--- config.mk ---
export PLATFORM = sky130hd
export DESIGN_NAME = tsc_ctrl
export DESIGN_NICKNAME = d
export VERILOG_FILES = /design/src/hdl/tsc_pkg.sv /design/src/hdl/tsc_ctrl.sv
export SDC_FILE = /design/constraint.sdc
export NUM_CORES = 1
export LEC_CHECK = 0
export BUFFER_PORTS_ARGS = -buffer_cell sky130_fd_sc_hd__buf_2
export CAP_MARGIN = 40
export CORE_MARGIN = 2
export CORE_UTILIZATION = 47
export CTS_CLUSTER_DIAMETER = 30
export CTS_CLUSTER_SIZE = 12
export DETAILED_ROUTE_END_ITERATION = 6
export GPL_TIMING_DRIVEN = 1
export PLACE_DENSITY = 0.85
export SYNTH_ARGS = -nofsm -noshare
export SYNTH_HDL_FRONTEND = slang
export SYNTH_SLANG_ARGS = --single-unit
--- constraint.sdc ---
create_clock -name clk -period 1.35 [get_ports clk]
set_input_delay 0.3375 -clock clk [delete_from_list [all_inputs] [get_ports clk]]
set_output_delay 0.3375 -clock clk [all_outputs]
set_load 0.02 [all_outputs]
--- src/hdl/tsc_pkg.sv ---
// Package with shared constants and command and status types for the slope coherence block.
`default_nettype none
package tsc_pkg;
    localparam int SAMPLE_BITS_DEF = 16;
    localparam int MAX_WINDOW_DEF = 256;
    localparam int SUM_W = 48;
    localparam int OUT_W = 16;
    localparam int PROD2_W = 2 * SUM_W;
    localparam int NUM_W = SUM_W + 8;
    localparam int COH_Q_W = 33;
    localparam int CNT_W = 6;
    localparam int MUL_STEPS = SUM_W;
    localparam int SL_STEPS = NUM_W;
    localparam int CO_STEPS = COH_Q_W;
    localparam int SQ_STEPS = OUT_W;

    typedef struct packed {
        logic load;
        logic pair;
        logic acc;
        logic mul_init;
        logic mul_sel;
        logic mul_step;
        logic div_init;
        logic div_sel;
        logic div_step;
        logic sqrt_init;
        logic sqrt_step;
        logic finish;
    } tsc_cmd_t;

    typedef struct packed {
        logic last;
        logic zero_energy;
        logic out_busy;
    } tsc_stat_t;
endpackage
`default_nettype wire

--- src/hdl/tsc_ctrl.sv ---
// Controller state machine that sequences sample accumulation and the end-of-window math.
`default_nettype none
module tsc_ctrl
    import tsc_pkg::*;
(
    input  wire logic      clk,
    input  wire logic      rst_n,
    input  wire logic      in_valid,
    output logic           in_ready,
    input  wire tsc_stat_t stat,
    output tsc_cmd_t       cmd
);
    typedef enum logic [3:0] {
        S_IDLE, S_PAIR, S_ACC, S_CHK, S_MUL_SQ, S_MUL2I, S_MUL_TX,
        S_DSI, S_DIV_SL, S_DCI, S_DIV_CO, S_SQI, S_SQRT, S_DONE
    } state_t;

    state_t state_reg, state_next;
    logic [CNT_W-1:0] cnt_reg, cnt_next;

    always_comb
    begin
        state_next = state_reg;
        cnt_next = cnt_reg;
        cmd = '0;
        in_ready = 1'b0;
        unique case (state_reg)
            S_IDLE:
            begin
                in_ready = 1'b1;
                if (in_valid)
                begin
                    cmd.load = 1'b1;
                    state_next = S_PAIR;
                end
            end
            S_PAIR:
            begin
                cmd.pair = 1'b1;
                state_next = S_ACC;
            end
            S_ACC:
            begin
                cmd.acc = 1'b1;
                state_next = stat.last ? S_CHK : S_IDLE;
            end
            S_CHK:
            begin
                if (stat.zero_energy)
                begin
                    state_next = S_DONE;
                end
                else
                begin
                    cmd.mul_init = 1'b1;
                    cnt_next = CNT_W'(MUL_STEPS - 1);
                    state_next = S_MUL_SQ;
                end
            end
            S_MUL_SQ:
            begin
                cmd.mul_step = 1'b1;
                cnt_next = cnt_reg - 1'b1;
                if (cnt_reg == '0)
                begin
                    state_next = S_MUL2I;
                end
            end
            S_MUL2I:
            begin
                cmd.mul_init = 1'b1;
                cmd.mul_sel = 1'b1;
                cnt_next = CNT_W'(MUL_STEPS - 1);
                state_next = S_MUL_TX;
            end
            S_MUL_TX:
            begin
                cmd.mul_step = 1'b1;
                cnt_next = cnt_reg - 1'b1;
                if (cnt_reg == '0)
                begin
                    state_next = S_DSI;
                end
            end
            S_DSI:
            begin
                cmd.div_init = 1'b1;
                cnt_next = CNT_W'(SL_STEPS - 1);
                state_next = S_DIV_SL;
            end
            S_DIV_SL:
            begin
                cmd.div_step = 1'b1;
                cnt_next = cnt_reg - 1'b1;
                if (cnt_reg == '0)
                begin
                    state_next = S_DCI;
                end
            end
            S_DCI:
            begin
                cmd.div_init = 1'b1;
                cmd.div_sel = 1'b1;
                cnt_next = CNT_W'(CO_STEPS - 1);
                state_next = S_DIV_CO;
            end
            S_DIV_CO:
            begin
                cmd.div_step = 1'b1;
                cnt_next = cnt_reg - 1'b1;
                if (cnt_reg == '0)
                begin
                    state_next = S_SQI;
                end
            end
            S_SQI:
            begin
                cmd.sqrt_init = 1'b1;
                cnt_next = CNT_W'(SQ_STEPS - 1);
                state_next = S_SQRT;
            end
            S_SQRT:
            begin
                cmd.sqrt_step = 1'b1;
                cnt_next = cnt_reg - 1'b1;
                if (cnt_reg == '0)
                begin
                    state_next = S_DONE;
                end
            end
            S_DONE:
            begin
                if (!stat.out_busy)
                begin
                    cmd.finish = 1'b1;
                    state_next = S_IDLE;
                end
            end
            default:
            begin
                state_next = S_IDLE;
            end
        endcase
    end

    always_ff @(posedge clk or negedge rst_n)
    begin
        if (!rst_n)
        begin
            state_reg <= S_IDLE;
            cnt_reg <= '0;
        end
        else
        begin
            state_reg <= state_next;
            cnt_reg <= cnt_next;
        end
    end
endmodule
`default_nettype wire

==> flow_summary_export.csv, run 1 <==
group,metric,value,unit
global_route,grt_max_degree,11,
timing,worst_endpoint,"cmd[11]",
outcome,status,"did not finish",
yosys,synth_top_cell_by_area,"dfrtp_1",
yosys,async_flop_share,100,%
yosys,synth_edf_count,0,
placed_design,dp_cells,155,
cts,clock_tree.buffer_depth,2,
yosys,synth_area,811,sq um
placed_design,io_buffers,18,
yosys,synth.top_cells.by_count,"16 x nor2_1, 10 x dfrtp_1, 9 x a21oi_1, 8 x nand2_1, 6 x nor3_1",
timing,timing.worst_endpoint.kind,"top-level output",
yosys,synth_most_common_cell,"nor2_1",
yosys,avgSynthCellArea,7.80,sq um
die,die_w,45.5,um
yosys,synth_top_area_share,30.9,%
die,initial_utilization,48.5,%
cts,cts_sinks,10,
yosys,synth-seq-area-share,30.9,%
placed_design,dp_hpwl,1880,um
global_route,antenna_found_initial,0,
cts,numCtsBuffers,3,
cts,cts_max_level,1,
cts,clk_root_buffer_cell,"clkbuf_4",
outcome,error,"[ERROR DPL-0033] detailed placement checks failed during check placement.",
yosys,synthFlopType,"dfrtp_1",
yosys,ys_types,38,
yosys,synth.area.top_cells,"dfrtp_1 31%, nor2_1 7.4%, a21oi_1 5.6%, nand2b_1 3.9%, nor3_1 3.7%",
outcome,lastStage,"global routing (5_1_grt)",
placed_design,place.gp.congestion,0.852,
yosys,synthCells,104,
die,io_pins,19,
yosys,mappedNetlistNets,112,
die,die_h,45.5,um
yosys,ys_ff_latch,10,
die,core.rowCount,15,
yosys,yosysWarnings,0,
## per-stage QoR
| step | area, sq um | setup WS [ps] |
|---|---|---|
| CTS | 1510 | -383 |
| floorplan | 898 | -252 |
| detailed placement | 1160 | -184 |
| global placement | 1160 | -138 |
## logic make-up after synthesis
kind of cell               count (synthesis)  synth area share [%]
adders and majority gates                  2                  3.09
xor gates and xnor gates                   1                  1.08
AOI/OAI and AO/OA                         31                  26.4
buffers and inverters                     11                  6.79
and+or+nand+nor                           49                  31.8
DFF                                       10                  30.9
## timing repair
action,CTS
pin swaps,9
hold endpoints to repair,10
hold buffers,1
setup endpoints to repair,20
resized for setup,51
setup buffers,15
==> run 2, diff against run 1 <==
Settings changed: CORE_AREA from default to 2 2 63 65, CORE_MARGIN 2 to default, CORE_UTILIZATION 47 to default, CTS_CLUSTER_DIAMETER 30 to default, CTS_CLUSTER_SIZE 12 to default, DIE_AREA from default to 0 0 65 67, PLACE_DENSITY 0.85 to default, PLACE_DENSITY_LB_ADDON from default to 0.15.
Clock period 1.35 ns to 1.76 ns, I/O delays scaled along.
==> run 2 against run 1 <==
  * The flow now finishes, with violations (setup timing)
  * Synthesized area unchanged
  * Synthesized cell count stayed put
==> flow_summary_export.csv, run 2 <==
group,metric,value,unit
outcome,status,"finished with violations",
outcome,failed_checks,"setup timing",
power,p_per_area,1890,nW/um^2
cts,path_clk_slew,40,ps
timing,fmax,554,MHz
global_route,gr-total-overflow,0,
timing,slew_headroom,77.5,%
hold_path,hold_class,"in -> async",
layout,design_area,1280,sq um
placed_design,place.gp.congestion,0.835,
layout,area_growth,57.4,%
cts,cts_sinks,10,
power,combPwrFrac,71.2,%
cts,numCtsBuffers,3,
cts,cts_max_level,1,
drt,ant_nets,0,
global_route,grt_use_total,12.3,%
drt,wirelength,2440,um
yosys,avgSynthCellArea,7.80,sq um
worst_setup_path,start_kind,"register",
placed_design,placed_area,1030,sq um
global_route,grt_max_degree,13,
power,p_leak,0.554,nW
worst_setup_path,crit_arrival,1360,ps
yosys,synth.area.top_cells,"dfrtp_1 31%, nor2_1 7.4%, a21oi_1 5.6%, nand2b_1 3.9%, nor3_1 3.7%",
drt,drc_errors,0,
power,p_seq_share,19.4,%
worst_setup_path,path_class,"reg -> out",
die,die_h,67,um
power,clock_power_share,9.4,%
timing,tightest_slew,334,ps
die,io_pins,19,
timing,setup_ws,-44.9,ps
timing,fin_setup_tns,-110,ps
job,maxCapViolations,0,
yosys,synth_area,811,sq um
yosys,synth-seq-area-share,30.9,%
timing,holdWs,64.2,ps
yosys,mappedNetlistNets,112,
placed_design,io_buffers,18,
yosys,synth_top_area_share,30.9,%
die,core_region_area,3610,sq um
power,fin_total_pwr,0.00242,W
global_route,grt_pass1_vias,929,
power,irDropWorstVdd,0.696,mV
die,die-area,4360,sq um
placed_design,dp_hpwl,1780,um
yosys,ys_ff_latch,10,
worst_setup_path,r2r_setup_slack,110,ps
yosys,ys_types,38,
worst_setup_path,worst_ep_required_time,1320,ps
power,p_sw_share,43.9,%
die,core.rowCount,22,
cts,clock_tree.buffer_depth,2,
yosys,synth.top_cells.by_count,"16 x nor2_1, 10 x dfrtp_1, 9 x a21oi_1, 8 x nand2_1, 6 x nor3_1",
yosys,yosysWarnings,0,
drt,via_count,914,
worst_setup_path,r2r-start,"state_reg[2]$_DFFE_PN0P_",
worst_setup_path,cp_max_fo,5,
yosys,synth_top_cell_by_area,"dfrtp_1",
yosys,synth_most_common_cell,"nor2_1",
layout,mostFrequentLayoutCells,"27 x buf_4, 14 x nor2_1, 12 x buf_2",
drt,dr.pass1.iters,4,
die,initial_utilization,22.5,%
layout,final_common_cell,"buf_4",
timing,slew_violations,0,
cts,cts_tree,"yes",
timing,min_period,1800,ps
timing,finalCritPeriodShare,103,%
global_route,grt_pass1_wl,4150,um
timing,grt_setup_unrepaired,"true",
yosys,synthCells,104,
timing,fin_skew,3.58,ps
drt,vias_per_cell,4.76,
power,p_sw,0.00106,W
yosys,synthFlopType,"dfrtp_1",
cts,insertion_delay,230,ps
yosys,synth_edf_count,0,
die,die_w,65,um
layout,final_nets,154,
worst_setup_path,critPathCaptureType,"output port",
layout,diodes,0,
layout,drive_gt1_share,47.2,%
timing,finalSetupViolations,4,
worst_setup_path,r2r-end,"cnt_reg[3]$_DFFE_PN0P_",
worst_setup_path,reg2reg_depth,5,
power,p_int,0.00136,W
worst_setup_path,cp-startpoint,"state_reg[2]$_DFFE_PN0P_",
layout,largest_reg_flops,6,
yosys,async_flop_share,100,%
cts,hold_buffers,0,
drt,dr.first_iter.drc_count,43,
timing,hold_violations,0,
global_route,antenna_found_initial,0,
cts,clk_root_buffer_cell,"clkbuf_8",
drt,wire_per_inst,12.7,um
-- run 2: cell type report --
| type | count | area [sq um] |
|---|---|---|
| multi-input cells | 83 | 583 |
| repair buffers | 44 | 319 |
| fillers | 377 | 2330 |
| flip-flops and latches | 10 | 254 |
| inverters | 4 | 18.8 |
| clock buffers | 3 | 41.3 |
| well taps | 48 | 60.1 |
-- run 2: power groups by stage --
stage               sequential, W  combinational, W  clock [W]
global route             0.000487           0.00190   0.000248
floorplan                0.000422          0.000987          0
finish                   0.000469           0.00172   0.000227
detailed placement       0.000511           0.00130          0
global placement         0.000513           0.00133          0
CTS                      0.000476           0.00158   0.000234
-- run 2: critical path: stages, from the launching register on --
cell,delay (ps)
dfrtp_2,440
buf_4,170
nor3_2,170
a21oi_2,50
nor3b_2,160
buf_4,160
-- run 2: metrics by stage --
| step | util, % | setup slack [ps] | cells |
|---|---|---|---|
| floorplan | - | -63.1 | 104 |
| global placement | 28.6 | 26.0 | 174 |
| detailed placement | 28.6 | 33.9 | 174 |
| CTS | 33.3 | -67.0 | 188 |
| global route | 35.4 | -122 | 192 |
| finish | 35.4 | -44.9 | 192 |
-- run 2: cells by family (layout without fill, tap and decap cells) --
family                   count (synthesis)  after routing  share of synthesized area, %
flip-flops                              10             10                          30.9
AND/OR/NAND/NOR                         49             49                          31.8
XOR/XNOR                                 1              1                          1.08
AO/OA/AOI/OAI                           31             31                          26.4
adder cells (fa/ha/maj)                  2              2                          3.09
buffers and inverters                   11             51                          6.79
-- run 2: how the worst max path moves through the flow --
stage	to	slack, ps	cells past startpoint
final	cmd[8]	-40	5
after global routing	cmd[11]	-120	4
after CTS	cmd[5]	-70	6
after detailed placement	cmd[5]	30	4
after global placement	cmd[5]	30	4
after floorplan	cmd[11]	-60	4
-- run 2: repair_timing --
item,CTS,global route
pin swaps,3,5
setup buffers,11,4
hold endpoints to repair,0,0
endpoints found under the setup margin,13,10
gates resized for setup,14,12
-- run 2: routing by layer --
metal  part of all wire (%)  global-route usage [%]  wire, um  vias to the layer above
met5                      0                       0         0                        -
met4                   0.62                    2.39        15                        0
met3                    2.8                    2.53        69                        2
met2                     52                    22.4      1260                       17
met1                     45                    14.9      1090                      436
li1                       -                       -         -                      459
Power figures use the tool's default switching activity.
==> run 3, diff against run 2 <==
Settings changed: HOLD_SLACK_MARGIN from default to 0.08.
==> run 3 against run 2 <==
  * The run still ends with setup timing left
  * Clock power about the same
  * Critical path depth stayed put
  * Routed wire length is 0.62% higher
  * Largest power group unchanged
==> flow_summary_export.csv, run 3 (synthesis results as in run 2) <==
group,metric,value,unit
layout,area_growth,58.6,%
cts,clock_tree.buffer_depth,2,
worst_setup_path,crit_arrival,1370,ps
layout,multi_input_area,583,sq um
timing,setup_ws,-46.7,ps
timing,holdWs,499,ps
die,die_w,65,um
drt,vias_per_cell,4.70,
outcome,status,"finished with violations",
power,irDropWorstVdd,0.696,mV
layout,mostFrequentLayoutCells,"27 x buf_4, 14 x nor2_1, 12 x buf_2",
hold_path,hold_path_depth,1,
global_route,grt_use_total,12.3,%
placed_design,dp_hpwl,1780,um
timing,slew_violations,0,
drt,via_count,908,
timing,hold_violations,0,
placed_design,io_buffers,18,
cts,cts_max_level,1,
cts,insertion_delay,230,ps
timing,grt_setup_unrepaired,"true",
timing,tightest_slew,333,ps
global_route,grt_pass1_vias,929,
drt,dr.pass1.iters,4,
layout,diodes,0,
layout,nFillCells,376,
timing,fmax,554,MHz
hold_path,hold_class,"reg -> reg",
layout,drive_gt1_share,46.9,%
timing,fin_skew,2.99,ps
global_route,grt_pass1_wl,4150,um
layout,area.sequential,254,sq um
job,maxCapViolations,0,
cts,path_clk_slew,40,ps
drt,drc_errors,0,
global_route,grt_max_degree,13,
power,p_seq_share,19.4,%
global_route,antenna_found_initial,0,
timing,slew_headroom,77.6,%
cts,cts_sinks,10,
worst_setup_path,reg2reg_depth,5,
drt,wire_per_inst,12.7,um
power,fin_total_pwr,0.00242,W
die,initial_utilization,22.5,%
power,p_int,0.00136,W
die,io_pins,19,
worst_setup_path,path_class,"reg -> out",
cts,cts_tree,"yes",
layout,final_util,35.7,%
worst_setup_path,cp_max_fo,5,
die,die_h,67,um
layout,largest_reg_flops,6,
drt,dr.first_iter.drc_count,47,
power,p_leak,0.558,nW
timing,finalSetupViolations,4,
power,clock_power_share,9.3,%
timing,fin_setup_tns,-126,ps
layout,final_common_cell,"buf_4",
die,core.rowCount,22,
drt,ant_nets,0,
die,core_region_area,3610,sq um
placed_design,place.gp.congestion,0.835,
cts,numCtsBuffers,3,
power,p_sw_share,44.0,%
timing,finalCritPeriodShare,103,%
power,p_per_area,1880,nW/um^2
power,combPwrFrac,71.3,%
timing,min_period,1810,ps
worst_setup_path,critPathCaptureType,"output port",
placed_design,dp_cells,174,
layout,final_cells,193,
power,p_sw,0.00106,W
cts,clk_root_buffer_cell,"clkbuf_8",
worst_setup_path,start_kind,"register",
worst_setup_path,worst_ep_required_time,1320,ps
drt,wirelength,2450,um
outcome,failed_checks,"setup timing",
global_route,gr-total-overflow,0,
die,die-area,4360,sq um
layout,final_nets,155,
run 3: changes by cell type in the layout (fill, tap and decap cells not counted), sizes merged:
cell / before / now
dlygate4sd3: 0 / 1
run 3: worst paths after layout:
check                      slack (ps)                     start                       end
setup / recovery                  -50  state_reg[2]$_DFFE_PN0P_                    cmd[8]
hold / removal                    500    cnt_reg[5]$_DFFE_PN0P_    cnt_reg[5]$_DFFE_PN0P_
setup reg to reg                  110  state_reg[2]$_DFFE_PN0P_    cnt_reg[3]$_DFFE_PN0P_
hold reg to reg                   500    cnt_reg[5]$_DFFE_PN0P_    cnt_reg[5]$_DFFE_PN0P_
max in group asynchronous         940                     rst_n  state_reg[2]$_DFFE_PN0P_
min in group asynchronous         610                     rst_n    cnt_reg[0]$_DFFE_PN0P_
run 3: layer usage:
layer | vias to the layer above | GRT usage [%] | part of all wire [%]
met5 | - | 0 | 0
met4 | 0 | 2.39 | 0.61
met3 | 2 | 2.53 | 3.2
met2 | 17 | 22.4 | 51
met1 | 430 | 14.9 | 45
li1 | 459 | - | -
run 3: metrics by stage:
step	cell area (sq um)	setup slack [ps]
after floorplan	837	-63.1
after global placement	1030	26.0
after global routing	1290	-122
after CTS	1210	-67.0
after detailed placement	1030	33.9
final	1290	-46.7
run 3: power groups by stage:
stage	clock [W]	combinational, W	sequential, W
finish	0.000226	0.00173	0.000469
detailed placement	0	0.00130	0.000511
floorplan	0	0.000987	0.000422
global route	0.000248	0.00190	0.000487
global placement	0	0.00133	0.000513
CTS	0.000234	0.00158	0.000476
run 3: timing repair:
item                                    CTS  global route
endpoints found under the hold margin    10             0
gates resized for setup                  14            12
endpoints found under the setup margin   13            10
setup buffers                            11             4
hold buffers                              1             0
pin swaps                                 3             5
run 3: critical path: stages, from the launching register on:
cell	delay [ps]
dfrtp_2	430
buf_4	170
nor3_2	170
a21oi_2	50
nor3b_2	160
buf_4	160
run 3: final cells by class:
| cell class | instances | share of cell area, % |
|---|---|---|
| Tap cell | 48 | 4.67 |
| Sequential cell | 10 | 19.7 |
| Multi-Input combinational cell | 83 | 45.3 |
| Inverter | 4 | 1.46 |
| Clock buffer | 3 | 3.21 |
| Timing Repair Buffer | 45 | 25.6 |
==> run 4, diff against run 3 <==
Settings changed: CELL_PAD_IN_SITES_DETAIL_PLACEMENT from default to 0, CELL_PAD_IN_SITES_GLOBAL_PLACEMENT from default to 1, CTS_BUF_LIST from default to sky130_fd_sc_hd__clkbuf_8 sky130_fd_sc_hd__clkbuf_16.
==> run 4 against run 3 <==
  * Clock power up 4%
  * Critical path type unchanged
  * Non-clock buffer count down 8
  * The flow still finishes with violations (setup timing)
  * First-iteration DRC count up 11%
  * Routed wire length up 3.1%
  * Setup slack better by 20 ps
  * Largest cell class unchanged
  * Core utilization down 1.5 points
  * Die area unchanged
  * Clock skew down 2.0 ps
  * Cell count down 4.1%
  * Largest power group unchanged
==> flow_summary_export.csv, run 4 (synthesis results as in run 2) <==
group,metric,value,unit
drt,wire_per_inst,13.6,um
die,initial_utilization,22.5,%
timing,finalSetupViolations,3,
drt,wl_met3,77,um
drt,dr.first_iter.drc_count,52,
cts,path_clk_slew,50,ps
drt,vias_per_cell,4.74,
global_route,grt_max_degree,13,
cts,cts_max_level,1,
die,die-area,4360,sq um
global_route,gr-total-overflow,0,
cts,insertion_delay,230,ps
placed_design,place.gp.congestion,0.773,
drt,drc_errors,0,
worst_setup_path,reg2reg_depth,5,
cts,cts_sinks,10,
layout,largest_reg_flops,6,
drt,ant_nets,0,
job,maxCapViolations,0,
drt,dr.pass1.iters,4,
outcome,failed_checks,"setup timing",
power,p_leak,0.532,nW
layout,nFillCells,408,
die,core.rowCount,22,
layout,drive_gt1_share,42.3,%
timing,slew_headroom,77.0,%
cts,numCtsBuffers,3,
worst_setup_path,r2r-start,"state_reg[2]$_DFFE_PN0P_",
worst_setup_path,r2r_setup_slack,80,ps
layout,area_growth,52.2,%
worst_setup_path,path_class,"reg -> out",
drt,met2_length,1180,um
global_route,grt_pass1_vias,853,
power,irDropWorstVdd,0.395,mV
timing,fin_setup_tns,-39.8,ps
timing,tightest_slew,342,ps
die,die_h,67,um
timing,fin_skew,1.02,ps
die,io_pins,19,
timing,finalCritPeriodShare,102,%
hold_path,hold_path_depth,1,
cts,clk_root_buffer_cell,"clkbuf_8",
worst_setup_path,worst_ep_required_time,1320,ps
die,die_w,65,um
global_route,grt_use_total,12.7,%
timing,fmax,560,MHz
global_route,grt_pass1_wl,4220,um
worst_setup_path,crit_arrival,1350,ps
drt,wirelength,2530,um
timing,min_period,1790,ps
layout,design_area,1230,sq um
cts,clock_tree.buffer_depth,2,
power,p_per_area,1870,nW/um^2
drt,via_count,876,
die,core_region_area,3610,sq um
timing,hold_violations,0,
hold_path,whs_endpoint,"cnt_reg[1]$_DFFE_PN0P_",
layout,diodes,0,
drt,highest_layer,"met4",
worst_setup_path,critPathCaptureType,"output port",
placed_design,io_buffers,18,
hold_path,hold_class,"reg -> reg",
cts,cts_tree,"yes",
outcome,status,"finished with violations",
layout,final_common_cell,"buf_4",
placed_design,dp_hpwl,1880,um
timing,slew_violations,0,
layout,mostFrequentLayoutCells,"20 x buf_4, 15 x nor2_1, 11 x buf_2",
layout,final_nets,147,
worst_setup_path,r2r-end,"cnt_reg[2]$_DFFE_PN0P_",
hold_path,worstHoldStart,"cnt_reg[1]$_DFFE_PN0P_",
placed_design,placed_area,1050,sq um
worst_setup_path,cp_max_fo,4,
drt,wl_met1,1240,um
global_route,antenna_found_initial,0,
worst_setup_path,start_kind,"register",
timing,setup_ws,-26.8,ps
timing,grt_setup_unrepaired,"true",
[run 4: metrics by stage]
step | cells | setup slack (ps) | utilization [%] | total power, W | hold WS, ps
after CTS | 184 | -53.9 | 32.5 | 0.00223 | 515
after global placement | 175 | 88.7 | 29.1 | 0.00186 | 326
after floorplan | 104 | -63.1 | - | 0.00141 | 144
final | 185 | -26.8 | 34.2 | 0.00231 | 522
after detailed placement | 175 | 108 | 29.1 | 0.00186 | 328
after global routing | 185 | -104 | 34.2 | 0.00253 | 545
[run 4: area by class of cell]
cell class | instances | area [sq um] | share of cell area (%)
clock buffers | 3 | 41.3 | 3.35
multi-input cells | 83 | 586 | 47.5
repair buffers | 37 | 280 | 22.7
well taps | 48 | 60.1 | 4.87
flip-flops and latches | 10 | 251 | 20.4
inverters | 4 | 15.0 | 1.22
[run 4: worst max path at each step]
stage          slack (ps)                startpoint      end
5_1_grt              -100  state_reg[1]$_DFFE_PN0P_   cmd[8]
6_report              -30  state_reg[1]$_DFFE_PN0P_  cmd[11]
3_3_place_gp           90  state_reg[3]$_DFFE_PN0P_   cmd[1]
2_1_floorplan         -60  state_reg[3]$_DFFE_PN0P_  cmd[11]
4_1_cts               -50  state_reg[1]$_DFFE_PN0P_  cmd[11]
3_5_place_dp          110  state_reg[3]$_DFFE_PN0P_  cmd[11]
[run 4: critical path: stages, from the launching register on]
cell and delay, ps:
dfrtp_1 400, buf_4 160, nor4_4 270, and2_1 170, buf_6 110
[run 4: timing repair]
action,in CTS,in global routing
endpoints found under the hold margin,10,0
pin swaps,0,2
setup buffers,5,2
hold buffers,1,0
setup endpoints to repair,13,13
resized for setup,9,15
[run 4: per-layer routing]
layer  global-route usage [%]  up-vias
met2                     19.8       20
met3                     3.21        2
met5                        0        -
met1                     17.5      405
met4                     2.66        0
li1                         -      449
[run 4: report_power, final]
part / switching (W) / leakage, nW / internal (W)
Clock: 0.0000861 / 0.0216 / 0.000150
Combinational: 0.000841 / 0.398 / 0.000774
Sequential: 0.000115 / 0.113 / 0.000345
